===== config.mk =====
export PLATFORM = sky130hd
export DESIGN_NAME = gregorian_date_day_offset_core
export DESIGN_NICKNAME = d
export VERILOG_FILES = /design/src/hdl/gddo_pkg.sv /design/src/hdl/gddo_ctrl.sv /design/src/hdl/gddo_datapath.sv /design/src/hdl/gregorian_date_day_offset_core.sv
export SDC_FILE = /design/constraint.sdc
export NUM_CORES = 1
export LEC_CHECK = 0
export ABC_AREA = 1
export BUFFER_PORTS_ARGS = -buffer_cell sky130_fd_sc_hd__buf_2
export CAP_MARGIN = 20
export CORE_ASPECT_RATIO = 0.7
export CORE_UTILIZATION = 52
export CTS_BUF_LIST = sky130_fd_sc_hd__clkbuf_4
export DETAILED_ROUTE_END_ITERATION = 16
export PLACE_DENSITY = 0.71
export SYNTH_ARGS = -nofsm -noshare
export SYNTH_HDL_FRONTEND = slang
export SYNTH_HIERARCHICAL = 1
export SYNTH_SLANG_ARGS = --single-unit

===== constraint.sdc =====
create_clock -name i_clk -period 7.99 [get_ports i_clk]
set_clock_uncertainty 0.05 [all_clocks]
set_input_delay 1.1985 -clock i_clk [delete_from_list [all_inputs] [get_ports i_clk]]
set_output_delay 1.1985 -clock i_clk [all_outputs]
set_load 0.02 [all_outputs]

===== src/hdl/gddo_pkg.sv =====
`timescale 1ns / 1ps

package gddo_pkg;

    // Calendar limits.
    localparam logic [13:0] YEAR_MAX      = 14'd9999;
    localparam logic [13:0] YEAR_MIN      = 14'd0;
    localparam logic [13:0] LEAP_CYCLE    = 14'd400;
    localparam logic [8:0]  LEAP_CYC_LAST = 9'd399;
    localparam logic [8:0]  CENTURY_1     = 9'd100;
    localparam logic [8:0]  CENTURY_2     = 9'd200;
    localparam logic [8:0]  CENTURY_3     = 9'd300;

    // Month numbers.
    localparam logic [3:0] MON_JAN = 4'd1;
    localparam logic [3:0] MON_FEB = 4'd2;
    localparam logic [3:0] MON_APR = 4'd4;
    localparam logic [3:0] MON_JUN = 4'd6;
    localparam logic [3:0] MON_SEP = 4'd9;
    localparam logic [3:0] MON_NOV = 4'd11;
    localparam logic [3:0] MON_DEC = 4'd12;

    // Month lengths.
    localparam logic [4:0] LEN_LONG     = 5'd31;
    localparam logic [4:0] LEN_SHORT    = 5'd30;
    localparam logic [4:0] LEN_FEB_LEAP = 5'd29;
    localparam logic [4:0] LEN_FEB      = 5'd28;

    // Operation codes.
    localparam logic OP_ADD = 1'b0;
    localparam logic OP_SUB = 1'b1;

    // Commands from the controller to the datapath.
    typedef struct packed {
        logic load;
        logic reduce;
        logic check;
        logic walk;
        logic finish;
    } t_dp_cmd;

    // Status from the datapath to the controller.
    typedef struct packed {
        logic reduce_done;
        logic walk_done;
    } t_dp_sts;

    // Leap test on the year taken modulo 400.
    function automatic logic f_is_leap(input logic [8:0] ymod);
        logic century;
        century = (ymod == CENTURY_1) || (ymod == CENTURY_2) || (ymod == CENTURY_3);
        return (ymod[1:0] == 2'b00) && !century;
    endfunction

    // Length of a month; codes outside 1..12 read as a long month.
    function automatic logic [4:0] f_month_len(input logic [3:0] m, input logic leap);
        logic [4:0] len;
        unique case (m) inside
            MON_APR, MON_JUN, MON_SEP, MON_NOV: len = LEN_SHORT;
            MON_FEB: len = leap ? LEN_FEB_LEAP : LEN_FEB;
            default: len = LEN_LONG;
        endcase
        return len;
    endfunction

endpackage


===== src/hdl/gddo_ctrl.sv =====
`timescale 1ns / 1ps

module gddo_ctrl (
    input  logic               i_clk,
    input  logic               i_rst_n,
    input  logic               start,
    input  gddo_pkg::t_dp_sts  i_sts,
    output gddo_pkg::t_dp_cmd  o_cmd,
    output logic               busy,
    output logic               o_done
);

    typedef enum logic [2:0] {
        S_IDLE,
        S_REDUCE,
        S_CHECK,
        S_WALK,
        S_FINISH
    } t_state;

    t_state r_state;
    t_state n_state;
    logic   r_busy;
    logic   r_done;

    // Next state.
    always_comb begin
        n_state = r_state;
        unique case (r_state)
            S_IDLE:   if (start) n_state = S_REDUCE;
            S_REDUCE: if (i_sts.reduce_done) n_state = S_CHECK;
            S_CHECK:  n_state = S_WALK;
            S_WALK:   if (i_sts.walk_done) n_state = S_FINISH;
            S_FINISH: n_state = S_IDLE;
            default:  n_state = S_IDLE;
        endcase
    end

    // Datapath commands follow the current state.
    always_comb begin
        o_cmd        = '0;
        o_cmd.load   = (r_state == S_IDLE) && start;
        o_cmd.reduce = (r_state == S_REDUCE);
        o_cmd.check  = (r_state == S_CHECK);
        o_cmd.walk   = (r_state == S_WALK);
        o_cmd.finish = (r_state == S_FINISH);
    end

    // State and registered handshake outputs.
    always_ff @(posedge i_clk) begin
        if (!i_rst_n) begin
            r_state <= S_IDLE;
            r_busy  <= 1'b0;
            r_done  <= 1'b0;
        end else begin
            r_state <= n_state;
            r_busy  <= (n_state != S_IDLE);
            r_done  <= (r_state == S_FINISH);
        end
    end

    assign busy   = r_busy;
    assign o_done = r_done;

endmodule


===== src/hdl/gddo_datapath.sv =====
`timescale 1ns / 1ps

module gddo_datapath #(
    parameter int OFFSET_BITS = 16
) (
    input  logic                   i_clk,
    input  gddo_pkg::t_dp_cmd      i_cmd,
    output gddo_pkg::t_dp_sts      o_sts,
    input  logic                   i_operation,
    input  logic [4:0]             i_day_in,
    input  logic [3:0]             i_month_in,
    input  logic [13:0]            i_year_in,
    input  logic [OFFSET_BITS-1:0] i_offset_days,
    output logic [4:0]             o_day_out,
    output logic [3:0]             o_month_out,
    output logic [13:0]            o_year_out,
    output logic                   o_input_correct,
    output logic                   o_out_of_range
);

    // Day count width: offset plus a day, plus a sign bit.
    localparam int DW = OFFSET_BITS + 2;

    logic                   r_op;
    logic [4:0]             r_day;
    logic [3:0]             r_mon_in;
    logic [13:0]            r_year_in;
    logic [OFFSET_BITS-1:0] r_off;
    logic signed [DW-1:0]   r_d;
    logic [3:0]             r_m;
    logic [13:0]            r_y;
    logic [13:0]            r_ymod;
    logic                   r_bad;
    logic                   r_okin;
    logic [4:0]             r_day_out;
    logic [3:0]             r_month_out;
    logic [13:0]            r_year_out;
    logic                   r_correct_out;
    logic                   r_range_out;

    logic                   w_leap_cur;
    logic [4:0]             w_len_cur;
    logic signed [DW-1:0]   w_len_cur_s;
    logic [3:0]             w_m_dn;
    logic [8:0]             w_ymod_dn;
    logic [8:0]             w_ymod_sel;
    logic [4:0]             w_len_dn;
    logic signed [DW-1:0]   w_day_s;
    logic signed [DW-1:0]   w_off_s;
    logic [8:0]             w_ymod_up;
    logic                   w_mon_ok;
    logic                   w_walk_done;

    // Length of the month the walk stands in.
    assign w_leap_cur  = gddo_pkg::f_is_leap(r_ymod[8:0]);
    assign w_len_cur   = gddo_pkg::f_month_len(r_m, w_leap_cur);
    assign w_len_cur_s = $signed({{(DW-5){1'b0}}, w_len_cur});

    // Backward step: the previous month and its length.
    assign w_m_dn     = (r_m == gddo_pkg::MON_JAN) ? gddo_pkg::MON_DEC : r_m - 4'd1;
    assign w_ymod_dn  = (r_ymod[8:0] == 9'd0) ? gddo_pkg::LEAP_CYC_LAST : r_ymod[8:0] - 9'd1;
    assign w_ymod_sel = (r_m == gddo_pkg::MON_JAN) ? w_ymod_dn : r_ymod[8:0];
    assign w_len_dn   = gddo_pkg::f_month_len(w_m_dn, gddo_pkg::f_is_leap(w_ymod_sel));

    // Forward step: year modulo 400 after a new year.
    assign w_ymod_up = (r_ymod[8:0] == gddo_pkg::LEAP_CYC_LAST) ? 9'd0 : r_ymod[8:0] + 9'd1;

    // Starting day count operands.
    assign w_day_s = $signed({{(DW-5){1'b0}}, r_day});
    assign w_off_s = $signed({2'b00, r_off});

    assign w_mon_ok = (r_mon_in >= gddo_pkg::MON_JAN) && (r_mon_in <= gddo_pkg::MON_DEC);

    // The walk ends once the day is within the month end (forward) or positive (backward), or on an error.
    assign w_walk_done = r_bad ||
        ((r_op == gddo_pkg::OP_ADD) ? (r_d <= w_len_cur_s) : (r_d > $signed({DW{1'b0}})));

    assign o_sts.reduce_done = (r_ymod < gddo_pkg::LEAP_CYCLE);
    assign o_sts.walk_done   = w_walk_done;

    // Working registers.
    always_ff @(posedge i_clk) begin
        if (i_cmd.load) begin
            r_op      <= i_operation;
            r_day     <= i_day_in;
            r_mon_in  <= i_month_in;
            r_year_in <= i_year_in;
            r_off     <= i_offset_days;
            r_ymod    <= i_year_in;
        end else if (i_cmd.reduce) begin
            // Reduce the year modulo 400, one subtraction per cycle.
            if (r_ymod >= gddo_pkg::LEAP_CYCLE) begin
                r_ymod <= r_ymod - gddo_pkg::LEAP_CYCLE;
            end
        end else if (i_cmd.check) begin
            r_okin <= w_mon_ok && (r_day != 5'd0) &&
                      (r_day <= gddo_pkg::f_month_len(r_mon_in, w_leap_cur));
            r_bad  <= !w_mon_ok || (r_year_in > gddo_pkg::YEAR_MAX);
            r_m    <= r_mon_in;
            r_y    <= r_year_in;
            r_d    <= (r_op == gddo_pkg::OP_SUB) ? w_day_s - w_off_s : w_day_s + w_off_s;
        end else if (i_cmd.walk && !w_walk_done) begin
            if (r_op == gddo_pkg::OP_ADD) begin
                // Leave the current month forward.
                r_d <= r_d - w_len_cur_s;
                if (r_m == gddo_pkg::MON_DEC) begin
                    r_m    <= gddo_pkg::MON_JAN;
                    r_y    <= r_y + 14'd1;
                    r_ymod <= {5'd0, w_ymod_up};
                    if (r_y == gddo_pkg::YEAR_MAX) begin
                        r_bad <= 1'b1;
                    end
                end else begin
                    r_m <= r_m + 4'd1;
                end
            end else begin
                // Step back into the previous month.
                if ((r_m == gddo_pkg::MON_JAN) && (r_y == gddo_pkg::YEAR_MIN)) begin
                    r_bad <= 1'b1;
                end else begin
                    r_m    <= w_m_dn;
                    r_ymod <= {5'd0, w_ymod_sel};
                    r_d    <= r_d + $signed({{(DW-5){1'b0}}, w_len_dn});
                    if (r_m == gddo_pkg::MON_JAN) begin
                        r_y <= r_y - 14'd1;
                    end
                end
            end
        end
    end

    // Result registers; an error returns the starting date.
    always_ff @(posedge i_clk) begin
        if (i_cmd.finish) begin
            r_day_out     <= r_bad ? r_day : r_d[4:0];
            r_month_out   <= r_bad ? r_mon_in : r_m;
            r_year_out    <= r_bad ? r_year_in : r_y;
            r_correct_out <= r_okin;
            r_range_out   <= r_bad;
        end
    end

    assign o_day_out       = r_day_out;
    assign o_month_out     = r_month_out;
    assign o_year_out      = r_year_out;
    assign o_input_correct = r_correct_out;
    assign o_out_of_range  = r_range_out;

endmodule


===== src/hdl/gregorian_date_day_offset_core.sv =====
`timescale 1ns / 1ps

// Moves a Gregorian date forward or back by a day count and flags an input
// date that does not exist and a month, input year or result year out of range.
// An item is taken when start is high and busy is low; its result appears
// for exactly one cycle with o_done high, and the receiver cannot stall it.
// After acceptance the block reduces the year modulo 400 for the leap rule,
// one subtraction of 400 per cycle (at most 40 subtractions), checks the
// input, walks the months, one per cycle (about 2200 months for an offset of
// 65535 days), and registers the result. busy falls in the cycle o_done is
// shown, so the next item can be taken then.
module gregorian_date_day_offset_core #(
    parameter int OFFSET_BITS = 16
) (
    input  logic                   i_clk,
    input  logic                   i_rst_n,
    input  logic                   start,
    output logic                   busy,
    input  logic                   i_operation,
    input  logic [4:0]             i_day_in,
    input  logic [3:0]             i_month_in,
    input  logic [13:0]            i_year_in,
    input  logic [OFFSET_BITS-1:0] i_offset_days,
    output logic                   o_done,
    output logic [4:0]             o_day_out,
    output logic [3:0]             o_month_out,
    output logic [13:0]            o_year_out,
    output logic                   o_input_correct,
    output logic                   o_out_of_range
);

    gddo_pkg::t_dp_cmd w_cmd;
    gddo_pkg::t_dp_sts w_sts;

    // Sequencer.
    gddo_ctrl u_ctrl (
        .i_clk   (i_clk),
        .i_rst_n (i_rst_n),
        .start   (start),
        .i_sts   (w_sts),
        .o_cmd   (w_cmd),
        .busy    (busy),
        .o_done  (o_done)
    );

    // Date arithmetic.
    gddo_datapath #(
        .OFFSET_BITS (OFFSET_BITS)
    ) u_datapath (
        .i_clk           (i_clk),
        .i_cmd           (w_cmd),
        .o_sts           (w_sts),
        .i_operation     (i_operation),
        .i_day_in        (i_day_in),
        .i_month_in      (i_month_in),
        .i_year_in       (i_year_in),
        .i_offset_days   (i_offset_days),
        .o_day_out       (o_day_out),
        .o_month_out     (o_month_out),
        .o_year_out      (o_year_out),
        .o_input_correct (o_input_correct),
        .o_out_of_range  (o_out_of_range)
    );

    // A result is shown while the block is already free again.
    a_done_not_busy: assert property (@(posedge i_clk) disable iff (!i_rst_n)
        o_done |-> !busy)
        else $error("result strobe while busy");

    // An accepted item makes the block busy.
    a_accept_busy: assert property (@(posedge i_clk) disable iff (!i_rst_n)
        (start && !busy) |=> busy)
        else $error("accepted item did not raise busy");

    // Each item gives a single one-cycle result.
    a_done_single: assert property (@(posedge i_clk) disable iff (!i_rst_n)
        o_done |=> !o_done)
        else $error("result strobe held for two cycles");

    // A month outside 1..12 is always reported as out of range.
    a_bad_month: assert property (@(posedge i_clk) disable iff (!i_rst_n)
        (o_done && ((o_month_out == 4'd0) || (o_month_out > 4'd12))) |-> o_out_of_range)
        else $error("invalid month not flagged");

endmodule


# --- After elaboration in Yosys (flattened, before gate mapping) ---
# Index checks and enable logic that the tools add are counted.
totals:
  regBits: 122
  in_bits: 43
  output_inout_bits: 27
  wordCells: 163
classes:
  n_addsub: 11
  magnitude_cmp: 8
  eq_ne: 35
  mux: 50
  bitwise_logic: 2
  n_reduce_logical: 38
op_table:
  columns: ["op", "n"]
  rows:
  - ["2-to-1 mux 14 bit", 15]
  - ["2-to-1 mux 18 bit", 5]
  - ["one-hot mux 5 bit (2 select lines)", 3]
  - ["equality test 4 bit, second input constant", 7]
  - ["2-to-1 mux 4 bit", 7]
  - ["equality test 9 bit, second input constant", 3]
  - ["2-to-1 mux 9 bit", 3]
  - ["equality test 4 x 3 -> 1 bit, second input constant", 6]
  - ["2-to-1 mux 5 bit", 4]
  - ["adder 18 x 6 -> 18 bit", 1]
  - ["equality test 9 x 7 -> 1 bit, second input constant", 2]
  - ["equality test 9 x 8 -> 1 bit, second input constant", 2]
  - ["> comparator 18 x 1 -> 1 bit, second input constant", 1]
  - ["<= comparator 18 x 6 -> 1 bit", 1]
  - ["subtractor 18 x 6 -> 18 bit", 1]
  - ["adder 5 x 16 -> 17 bit", 1]
  - ["subtractor 5 x 16 -> 17 bit", 1]
  - ["adder 14 x 1 -> 14 bit, second input constant", 1]
  - ["equality test 14 bit, second input constant", 1]
  - [">= comparator 14 x 9 -> 1 bit, second input constant", 1]
  - ["> comparator 14 bit, second input constant", 1]
  - ["logical NOT 14 bit", 1]
  - ["< comparator 14 x 9 -> 1 bit, second input constant", 1]
  - ["subtractor 14 x 1 -> 14 bit, second input constant", 1]
  - ["other kinds (35)", 74]

# --- Longest topological paths before layout ---
logic_depth:
  depth_word: 16
  ltp_mapped: 28
  mapped_depth_nobuf: 28

# --- Hierarchy ---
# Netlist, hierarchy kept.
modules_own_cells:
  columns: ["mod", "n_inst", "cells_per_inst", "area_per_inst_um2", "seq_area_each_um2"]
  rows:
  - ["gddo_datapath", 1, 1046, 8197.9, 3513.4]
  - ["gddo_ctrl", 1, 35, 234.0, 100.1]

# --- Least setup slack after synthesis ---
# OpenSTA, ideal clock, no wires.
synth_timing:
  path_type: "register to register"
  start: "register u_datapath.r_ymod[4]"
  end: "register u_datapath.r_d[0], enable pin"
  setup_ns: 0.401
  t_arrival_ns: 3.538
  required_time_ns: 7.539
  setup_slack_ns: 4.001
  stages_incl_launch_ff: 19
  period_less_slack_ns: 3.989
  cell_sequence: "edfxtp_1 -> clkinv_1 -> ha_1 -> nand2_1 -> nor2_1 -> nor2_1 -> o41ai_1 -> a21oi_1 -> ha_1 -> inv_1 -> fa_1 -> nand2_1 -> a21oi_1 -> nor2_1 -> o21ai_1 -> nand3_1 -> nand2_1 -> nand2_1 -> nor2_1"
synth_between:
  elab_chain_cells: 14
  word_cells_on_any_way: 16
  cone_classes: "order compare (1); eq/ne (3); mux (3); reduce/logical (9)"
synth_lines:
  columns: ["item", "line", "rtl"]
  rows:
  - ["start: declaration", "gddo_datapath.sv:32", "logic [13:0] r_ymod;"]
  - ["start signal: assignment", "gddo_datapath.sv:89", "r_ymod <= i_year_in;"]
  - ["start signal: assignment", "gddo_datapath.sv:93", "r_ymod <= r_ymod - gddo_pkg::LEAP_CYCLE;"]
  - ["start signal: assignment", "gddo_datapath.sv:109", "r_ymod <= {5'd0, w_ymod_up};"]
  - ["equality test 9 x 7 -> 1 bit / equality test 9 x 8 -> 1 bit (equally long branches)", "gddo_pkg.sv:51", "century = (ymod == CENTURY_1) || (ymod == CENTURY_2) || (ymod == CENTURY_3);"]
  - ["logical OR 1 bit", "gddo_pkg.sv:51", null]
  - ["logical OR 1 bit (*)", "gddo_pkg.sv:51", null]
  - ["logical NOT 1 bit (*)", "gddo_pkg.sv:52", "return (ymod[1:0] == 2'b00) && !century;"]
  - ["logical AND 1 bit (*)", "gddo_pkg.sv:52", null]
  - ["2-to-1 mux 1 bit (*)", "gddo_pkg.sv:60", "MON_FEB: len = leap ? LEN_FEB_LEAP : LEN_FEB;"]
  - ["one-hot mux 5 bit (2 select lines) (*)", "gddo_pkg.sv:58", "unique case (m) inside"]
  - ["<= comparator 18 x 6 -> 1 bit (*)", "gddo_datapath.sv:76", "((r_op == gddo_pkg::OP_ADD) ? (r_d <= w_len_cur_s) : (r_d > $signed({DW{1'b0}})));"]
  - ["2-to-1 mux 1 bit (*)", "gddo_datapath.sv:76", null]
  - ["logical OR 1 bit (*)", "gddo_datapath.sv:75", "assign w_walk_done = r_bad ||"]
  - ["logical NOT 1 bit (*)", "gddo_datapath.sv:102", "end else if (i_cmd.walk && !w_walk_done) begin"]
  - ["logical AND 1 bit (*)", "gddo_datapath.sv:102", null]
  - ["nonzero test 2 bit (no line) (*)", null, null]
  - ["AND reduction 4 bit (no line) (*)", null, null]
  - ["end signal: assignment", "gddo_datapath.sv:101", "r_d <= (r_op == gddo_pkg::OP_SUB) ? w_day_s - w_off_s : w_day_s + w_off_s;"]
  - ["end signal: assignment", "gddo_datapath.sv:105", "r_d <= r_d - w_len_cur_s;"]
  - ["end signal: assignment", "gddo_datapath.sv:123", "r_d <= r_d + $signed({{(DW-5){1'b0}}, w_len_dn});"]
  - ["end: declaration", "gddo_datapath.sv:29", "logic signed [DW-1:0] r_d;"]
# Every way passes the cells marked *; elsewhere a longest branch is shown, timed or not.
# A chain may end at the register's enable or synchronous reset.

# --- Worst setup path in the final report ---
layout_timing:
  start: "register u_datapath.r_ymod[4]"
  end: "register u_datapath.r_ymod[6], enable pin"
layout_between:
  elab_chain_cells: 14
  word_cells_on_any_way: 18
  cone_classes: "order compare (2); eq/ne (4); mux (3); reduce/logical (9)"
layout_lines:
  columns: ["item", "line"]
  rows:
  - ["equality test 9 x 7 -> 1 bit / equality test 9 x 8 -> 1 bit (equally long branches)", "gddo_pkg.sv:51"]
  - ["logical OR 1 bit (2 in a row)", "gddo_pkg.sv:51"]
  - ["logical NOT 1 bit", "gddo_pkg.sv:52"]
  - ["logical AND 1 bit", "gddo_pkg.sv:52"]
  - ["2-to-1 mux 1 bit", "gddo_pkg.sv:60"]
  - ["one-hot mux 5 bit (2 select lines)", "gddo_pkg.sv:58"]
  - ["<= comparator 18 x 6 -> 1 bit", "gddo_datapath.sv:76"]
  - ["2-to-1 mux 1 bit", "gddo_datapath.sv:76"]
  - ["logical OR 1 bit", "gddo_datapath.sv:75"]
  - ["logical NOT 1 bit", "gddo_datapath.sv:102"]
  - ["logical AND 1 bit", "gddo_datapath.sv:102"]
  - ["nonzero test 3 bit (no line)", null]
  - ["AND reduction 5 bit (no line) (*)", null]
# Marked as above.

==> summary.md <==
| Metric | Value |
|---|---|
| Slew Viols, Final | 0 |
| Synthesized area per cell | 7.80 µm² |
| Mux contribution to synthesized area | 0 |
| Top cells by area, synth | edfxtp_1 42%, nand2_1 12%, o21ai_0 6.2% |
| CTS tree | done |
| Nets | between 1,000 and 1,500 |
| DRC viols | 0 |
| Post-Synth Simple-Gate Area | 0.280 |
| Final period util | 0.530 |
| EDFF count, synth | 117 |
| Synth Area in XOR/XNOR | 0.0125 |
| Clock Path Buffers | 2 |
| CP arrival | 4.45 ns |
| Final setup TNS | 0 ns |
| Antenna violations before repair | 0 |
| Chip Height | 109 µm |
| Grt ovf | 0 |
| Slew HR | 0.420 |
| Core footprint | about 16,000 µm² |
| Vias per inst | around 5.7 |
| Vias in the first global route | 6,657 |
| Post-DR wirelength/cell | 16.7 µm |
| Status | complete, no violations |
| Synth Instances | 1,081 |
| Clock-pin slew of the registers on the worst-case setup and hold paths | 0.14 ns |
| Synth Net Count | ~1,200 |
| Post-synthesis register bit count | 122 |
| Pwr Density | 174 nW/µm² |
| Root Buffer | clkbuf_4 |
| Post-synthesis adder-cell area fraction | 0.0727 |
| Synth unique cells | 51 |
| Sequential share of the synthesized area | 0.429 |
| FMAX | roughly 0.24 GHz |
| Synthesis-to-finish area growth | 10.3% |
| Post-CTS setup buffers | 0 |
| Pin count of the biggest net entering global routing | 56 |
| Minimum clock period | between 4 and 5 ns |
| Antenna diode count | 0 |
| IO Port Bufs | approximately 70 |
| First-pass GRT wire length | 35.6 mm |
| Final setup violating endpoints | 0 |
| Initial DRC count | 1,112 |
| Hold buffers post-CTS | 0 |
| Detailed Routing Iterations Pass 1 | 7 |
| Leak Pwr | 4.02 nW |
| Layout cell share with drive strength beyond 1 | 0.125 |
| Die footprint | 16,700 µm² |
| HP Class | flip-flop to flip-flop |
| CP Launch Type | flip-flop |
| Area leader, netlist | edfxtp_1 |
| Worst EP required | 8.20 ns |
| # fillers | 1,468 |
| Starting Density | 0.537 |
| Vias | about 7,800 |
| ANT nets after route | 0 |
| Max IR drop VDD | 0.0000933 V |
| Unrepaired setup endpoints after global routing | no |
| Hold Startpoint | u_datapath/r_okin$_DFFE_PP_ |
| Commonest non-fill, non-tap cell in the layout | nand2_1 |
| HPWL after DPL | 17.0 mm |
| Clk Latency, worst-skew pair | 0.53 ns |
| Area post-placement | 8970 µm² |
| Post-synth top area share | 0.417 |
| Sink Count | approximately 120 |
| Most frequent cells in the layout | 276 x nand2_1, 123 x inv_1, 117 x edfxtp_1, 104 x o21ai_0, 99 x nor2_1 |
| Placer's final routability congestion estimate | 0.986 |
| CP Capture Type | flip-flop |
| Die Wd | roughly 150 µm |
| H-tree Lvls | 4 |
| TritonCTS Buffers | 17 |
| Critical path launch point | u_datapath/r_ymod[4]$_DFFE_PP_ |
| Total track usage | 0.281 |
| Most used DFF post-synth | edfxtp_1 |
| Final Hold Viols | 0 |
| Final instance area | roughly 9300 µm² |
| Slew of the pin with the lowest slew margin | 0.869 ns |
| Mapped Area | between 8000 and 9000 µm² |
| Main combinational cell family by area after synthesis | simple AND/OR/NAND/NOR gates |
| Crit Path Category | flip-flop to flip-flop |
| Std cell rows | 38 |
| Gates resized, CTS repair | 0 |
| Worst R2R Start | u_datapath/r_ymod[4]$_DFFE_PP_ |
| Maxcap violations | 0 |
| Total Wirelength | 22.8 mm |
| Synth Area in Compound Gates | 0.133 |
| Ys async rst share | 0 |
| Io pins | 70 |
| CP max FO | 9 |
| Number of synthesis warnings | 6 |
[registers in the layout (all words and copies together), names as in the netlist, 3 cells and up]
register,cells
u_datapath/o_day_out,5
u_datapath/r_off,16
u_datapath/r_day,5
u_datapath/r_mon_in,4
u_datapath/r_m,4
u_datapath/r_d,18
u_datapath/r_year_in,14
u_ctrl/r_state,3
u_datapath/r_ymod,14
u_datapath/o_month_out,4
u_datapath/o_year_out,14
u_datapath/r_y,14
[path summary, 6_finish.rpt]
check | endpoint | slack [ns] | depth (start not counted)
max | u_datapath/r_ymod[6]$_DFFE_PP_ | 3.75 | 17
min reg2reg | u_datapath/o_input_correct$_DFFE_PP_ | 0.42 | 0
min | u_datapath/o_input_correct$_DFFE_PP_ | 0.42 | 0
max reg2reg | u_datapath/r_ymod[6]$_DFFE_PP_ | 3.75 | 17
[area by class of cell]
class,instances,area (µm²),area share
Tap cell,200,250,0.0269
Inverter,132,498,0.0535
Clock buffer,17,128,0.0137
Sequential cell,122,3610,0.389
Timing Repair Buffer,78,417,0.0448
Multi-Input combinational cell,800,4220,0.453
Clock inverter,15,179,0.0192
[cells by family after synthesis]
logic type      Yosys count
simple gates            538
compound gates          204
buf+inv                 159
flops                   122
fa+ha+maj                46
xor+xnor                 12
[cell usage after synthesis, types with 4 or more instances]
library cell  instances
a21o_1                4
a21oi_1              54
a31oi_1               4
buf_2                 4
clkbuf_1             19
dfxtp_1               5
edfxtp_1            117
fa_1                  5
ha_1                 41
inv_1               124
inv_2                 6
nand2_1             276
nand3_1              73
nand4_1              32
nor2_1              102
nor2_2                5
nor3_1               19
nor4_1                7
o211ai_1              6
o21ai_0             104
o21ai_1               8
o22ai_1               4
or2_2                 6
xor2_1                9
[worst max-delay path, cell delays in order (launching register included)]
cell      delay (ns)
edfxtp_1        0.50
clkinv_1        0.21
ha_1            0.21
nand2_1         0.11
nor2_1          0.11
nor2_1          0.05
o41ai_1         0.61
a21oi_1         0.16
ha_1            0.22
inv_1           0.08
fa_1            0.19
nand2_1         0.13
a21oi_1         0.17
nor2_1          0.06
o21ai_1         0.20
nand4_1         0.17
a21oi_1         0.45
buf_4           0.26
[where the power goes]
part | switching, mW | leakage, nW | internal [mW]
clock | 0.286 | 0.168 | 0.200
sequential | 0.0404 | 1.13 | 0.748
combinational | 0.236 | 2.73 | 0.109
total | 0.562 | 4.02 | 1.06
[per-stage QoR]
step	utilization	hold slack (ns)	power (mW)	setup slack [ns]	cells
after floorplan	-	0.350	1.03	4.00	1081
after global placement	0.572	0.392	1.13	3.59	1330
after detailed placement	0.572	0.395	1.13	3.42	1330
after CTS	0.592	0.420	1.62	3.37	1362
after global routing	0.593	0.421	1.70	3.34	1364
final	0.593	0.416	1.62	3.75	1364
[layer usage]
metal,up-vias,wire (µm),track usage,part of all wire
li1,3826,-,-,-
met1,3545,11100,0.444,0.49
met2,429,8850,0.373,0.39
met3,2,2780,0.0709,0.12
met4,0,42,0.0679,0.0018
met5,-,0,0,0
Note: power is estimated with default switching activity, not from simulation.
